File: src/rtl/core/fmsd_pkg.sv
// ----------------------------------------------------------------------------
// fmsd_pkg
// Shared field widths and item codes for the multi-server dispatcher.
// ----------------------------------------------------------------------------
package fmsd_pkg;

  localparam int DUR_W   = 16;  // service duration
  localparam int ACT_W   = 5;   // active server register
  localparam int START_W = 5;   // jobs started in one tick
  localparam int QLEN_W  = 13;  // reported queue length
  localparam int TOT_W   = 32;  // saturating totals

  // item kinds carried on the mode field
  localparam logic MODE_ARRIVAL = 1'b0;
  localparam logic MODE_TICK    = 1'b1;

endpackage

File: src/rtl/core/fmsd_server_bank.sv
// ----------------------------------------------------------------------------
// fmsd_server_bank
// Remaining-time memory for the servers; unwritten entries read as zero.
// ----------------------------------------------------------------------------
module fmsd_server_bank import fmsd_pkg::*; #(
  parameter int MAX_SERVERS = 16,
  localparam int SIDX_W = (MAX_SERVERS > 1) ? $clog2(MAX_SERVERS) : 1
) (
  input  logic              clk,
  input  logic              rst,
  input  logic [SIDX_W-1:0] rd_idx,
  input  logic              wr_en,
  input  logic [SIDX_W-1:0] wr_idx,
  input  logic [DUR_W-1:0]  wr_data,
  output logic [DUR_W-1:0]  rd_data
);

  logic [DUR_W-1:0] mem [MAX_SERVERS];
  logic [MAX_SERVERS-1:0] vld;
  logic [DUR_W-1:0] rd_q;
  logic             rd_vld_q;

  always_ff @(posedge clk) begin
    if (wr_en) begin
      mem[wr_idx] <= wr_data;
    end
    rd_q <= mem[rd_idx];
  end

  // valid bits stand in for a reset sweep of the memory
  always_ff @(posedge clk) begin
    if (rst) begin
      vld      <= '0;
      rd_vld_q <= 1'b0;
    end else begin
      if (wr_en) begin
        vld[wr_idx] <= 1'b1;
      end
      rd_vld_q <= vld[rd_idx];
    end
  end

  assign rd_data = rd_vld_q ? rd_q : '0;

endmodule
File: config.mk
export PLATFORM = sky130hd
export DESIGN_NAME = fmsd_server_bank
export DESIGN_NICKNAME = d
export VERILOG_FILES = /design/src/rtl/core/fmsd_pkg.sv /design/src/rtl/core/fmsd_server_bank.sv
export SDC_FILE = /design/constraint.sdc
export NUM_CORES = 1
export LEC_CHECK = 0
export BUFFER_PORTS_ARGS = -buffer_cell sky130_fd_sc_hd__buf_4
export CAP_MARGIN = 40
export CORE_MARGIN = 4
export CORE_UTILIZATION = 50
export DETAILED_ROUTE_END_ITERATION = 16
export PLACE_DENSITY = 0.79
export SLEW_MARGIN = 40
export SYNTH_ARGS = -nofsm -noshare
export SYNTH_HDL_FRONTEND = slang
export SYNTH_SLANG_ARGS = --single-unit
File: constraint.sdc
create_clock -name clk -period 3.6 [get_ports clk]
set_clock_uncertainty 0.2 [all_clocks]
set_input_delay 0.36 -clock clk [delete_from_list [all_inputs] [get_ports clk]]
set_output_delay 0.36 -clock clk [all_outputs]
set_load 0.01 [all_outputs]
==> reports/summary.md <==
### Timing
* 0 — setup-violating endpoint count in the final report
* false — RSZ-0062 raised after global routing
* 0 ps — Setup TNS Final
* 2390 ps — minimum clock period after layout
* 801 ps — slew at the pin closest to its max-slew limit
* 66.4% — part of the cycle the worst path needs
* 46.4% — relative max-transition margin
* 75.9 ps — Min Hold Slack
* 419 MHz — top achievable clock speed
* 0 — final hold violation count
* 0 — fin. max-slew vios

### Detailed routing
* 0 — post-route ant nets
* 514 — DR iter-0 viols
* 0 — remaining design rule violation count
* 26.0 um — routed length per placed instance
* 5 — length of the first detailed-routing pass in iterations
* 5.96 — DR vias/cell
* 5266 — total number of vias
* 22900 um — Final Routed Wirelength

### Power
* 0.309 mV — Worst IR Drop VDD
* 537 mW/mm^2 — P per Cell Area
* 4.24 nW — leakage power

### Cells and area
* 16.0% — area growth from synthesis to final layout
* 24.9% — share of layout cells above drive strength 1
* sky130_fd_sc_hd__edfxtp_1 — commonest non-fill, non-tap cell in the layout
* 256 x sky130_fd_sc_hd__edfxtp_1, 61 x sky130_fd_sc_hd__buf_4, 44 x sky130_fd_sc_hd__nor2_1, 38 x sky130_fd_sc_hd__mux4_2, 33 x sky130_fd_sc_hd__dfxtp_1 — most frequent cells in the layout
* 0.0126 mm^2 — finished layout cell area
* 614 — Nets
* 59.4% — share of the core filled with cells in the final layout

### Critical path
* 3040 ps — endpoint required time on the critical path
* and2_1, buf_4 — ordered cell list for the critical path
* flop — sort of element at the start of the critical path
* 3 — R2R cell count
* rd_vld_q — Worst setup startpoint
* output pin — kind of capture point of the worst setup path
* rd_q[3] — Reg-to-Reg End
* 1830 ps — Arrival @ worst endpoint
* mem[0][3] — startpoint of the worst-slack reg-to-reg timing path
* 1 — buffers plus inverters on the worst setup path
* 1810 ps — Register-to-Register Setup Slack
* 16 — critical path peak fanout
* flip-flops — Worst path top cell family by delay
* 840 ps — slowest cell delay on critical path
* sky130_fd_sc_hd__dfxtp_1 — Worst path slowest cell
* flop to output pin — start-to-end type of the worst setup path

### Clock tree
* 3 — Max Buffers Root-to-Sink
* 530 ps — insertion delay to the later sink of the worst-skew pair
* 1 — depth of the CTS H-tree
* 27 — clock buffer count from CTS
* 0 — Post-CTS Resized
* 60 ps — clock slew seen by the registers of the worst setup and hold paths
* sky130_fd_sc_hd__clkbuf_16 — Clock Root Buffer
* 289 — clock tree sinks
* done — clock tree from TritonCTS

### Synthesis
* 500 — Synth Instances
* 0 — Warnings, synthesis
* 527 — number of nets produced by synthesis
* 289 — #FFs+latches synth
* 76.9% — sequential fraction of the synthesis area
* 0.0109 mm^2 — Synth Cell Area
* 29 — number of different library cells in the post-synthesis netlist
* 21.7 um^2 — syn avg cell area

### Die
* 155 um — Horiz. Die Dim
* 43 — Top Ports
* 155 um — overall die height
* 53 — row count
* 51.2% — initial core utilization
* 0.0212 mm^2 — area of the core
* 0.0241 mm^2 — die area

### Place
* 0.0116 mm^2 — total placed instance area
* 0.728 — Placer Congestion
* 12400 um — HPWL after DPL
* 42 — number of port buffers

### Hold path
* 2 — Worst Hold Depth
* wr_idx[0] — worst hold path startpoint
* mem[4][2] — capture endpoint of the worst hold path
* input pin to flop — worst hold path class

### Global route
* 0 — total congestion overflow after global routing
* 5484 — number of global-route vias before repair
* 1 — antenna violations before repair
* 19.4% — GRT Resource Usage Total
* 34500 um — wire length of the first global-routing pass
* 71 — maximum number of pins on one net before global-route repair

### Run
* 0 — max capacitance violation total

### Run status
* complete, no violations — result of the run

area by class of cell:
type                            instances  area (um^2)
Fill cell                            1472         8620
Sequential cell                       289         8350
Multi-Input combinational cell        185         2370
Clock buffer                           36          729
Timing Repair Buffer                   83          709
Tap cell                              275          344
Clock inverter                         13         98.8
Inverter                                1         3.75
Antenna cell                            1         2.50
per-stage QoR:
| stage | worst slack (ps) | power, mW | std cells |
|---|---|---|---|
| floorplan | 933 | 4.02 | 500 |
| global placement | 1020 | 4.15 | 815 |
| detailed placement | 1010 | 4.17 | 815 |
| CTS | 1170 | 6.82 | 882 |
| global route | 1130 | 6.97 | 883 |
| finish | 1210 | 6.77 | 883 |
timing repair:
action	4_1_cts	5_1_grt
setup buffers	0	0
hold buffers	18	0
setup endpoints to repair	0	0
endpoints found under the hold margin	273	0
cell usage after synthesis:
cell	count	area, um^2
sky130_fd_sc_hd__a21oi_1	1	5.00
sky130_fd_sc_hd__a221o_1	16	160
sky130_fd_sc_hd__a22o_1	16	140
sky130_fd_sc_hd__a311o_1	1	10.0
sky130_fd_sc_hd__and2_1	17	106
sky130_fd_sc_hd__buf_1	1	3.75
sky130_fd_sc_hd__buf_12	3	60.1
sky130_fd_sc_hd__buf_2	4	20.0
sky130_fd_sc_hd__buf_6	3	33.8
sky130_fd_sc_hd__clkbuf_1	13	48.8
sky130_fd_sc_hd__clkbuf_4	1	7.51
sky130_fd_sc_hd__dfxtp_1	33	661
sky130_fd_sc_hd__edfxtp_1	256	7690
sky130_fd_sc_hd__inv_1	1	3.75
sky130_fd_sc_hd__mux2_2	2	22.5
sky130_fd_sc_hd__mux2i_1	2	20.0
sky130_fd_sc_hd__mux4_1	28	736
sky130_fd_sc_hd__mux4_2	38	856
sky130_fd_sc_hd__nand2_1	3	11.3
sky130_fd_sc_hd__nand2b_1	3	18.8
sky130_fd_sc_hd__nand3_1	1	5.00
sky130_fd_sc_hd__nand3b_1	2	15.0
sky130_fd_sc_hd__nor2_1	46	173
sky130_fd_sc_hd__nor2b_1	1	6.26
sky130_fd_sc_hd__nor3_1	4	20.0
sky130_fd_sc_hd__o2111ai_1	1	8.76
sky130_fd_sc_hd__o22ai_1	1	6.26
sky130_fd_sc_hd__or3_1	1	6.26
sky130_fd_sc_hd__or3b_2	1	8.76
registers in the layout, indices dropped and copies added, names as in the netlist:
signal,cells
rd_vld_q,1
vld,16
mem,256
rd_q,16
per-layer routing:
layer / vias up / GRT usage [%] / wire (um)
met5: - / 0 / 0
met4: 0 / 5.67 / 575
met3: 41 / 2.95 / 1580
met2: 213 / 33.9 / 12200
met1: 2740 / 25.4 / 8630
li1: 2272 / - / -
report_power, final:
| group | internal (mW) | switching, mW | total [mW] |
|---|---|---|---|
| sequential | 3.73 | 0.0262 | 3.76 |
| clock | 1.50 | 1.17 | 2.66 |
| combinational | 0.165 | 0.186 | 0.351 |
| total | 5.39 | 1.38 | 6.77 |
cell families (layout without fill, tap and decap cells):
kind of cell	count (synthesis)	in the layout	synth area share [%]
DFF	289	289	76.9
muxes	70	70	15.0
and+or+nand+nor	79	79	3.41
other	0	1	0
buffers and inverters	26	133	1.64
AOI/OAI and AO/OA	36	36	3.04
how the worst max path moves through the flow:
stage / endpoint / depth (start not counted) / slack (ps)
6_report: rd_data[7] / 2 / 1210
4_1_cts: rd_data[7] / 2 / 1170
2_1_floorplan: mem[0][0] / 2 / 930
5_1_grt: rd_data[7] / 2 / 1130
3_5_place_dp: rd_q[13] / 5 / 1010
3_3_place_gp: rd_q[13] / 5 / 1020
Power figures use the tool's default switching activity.
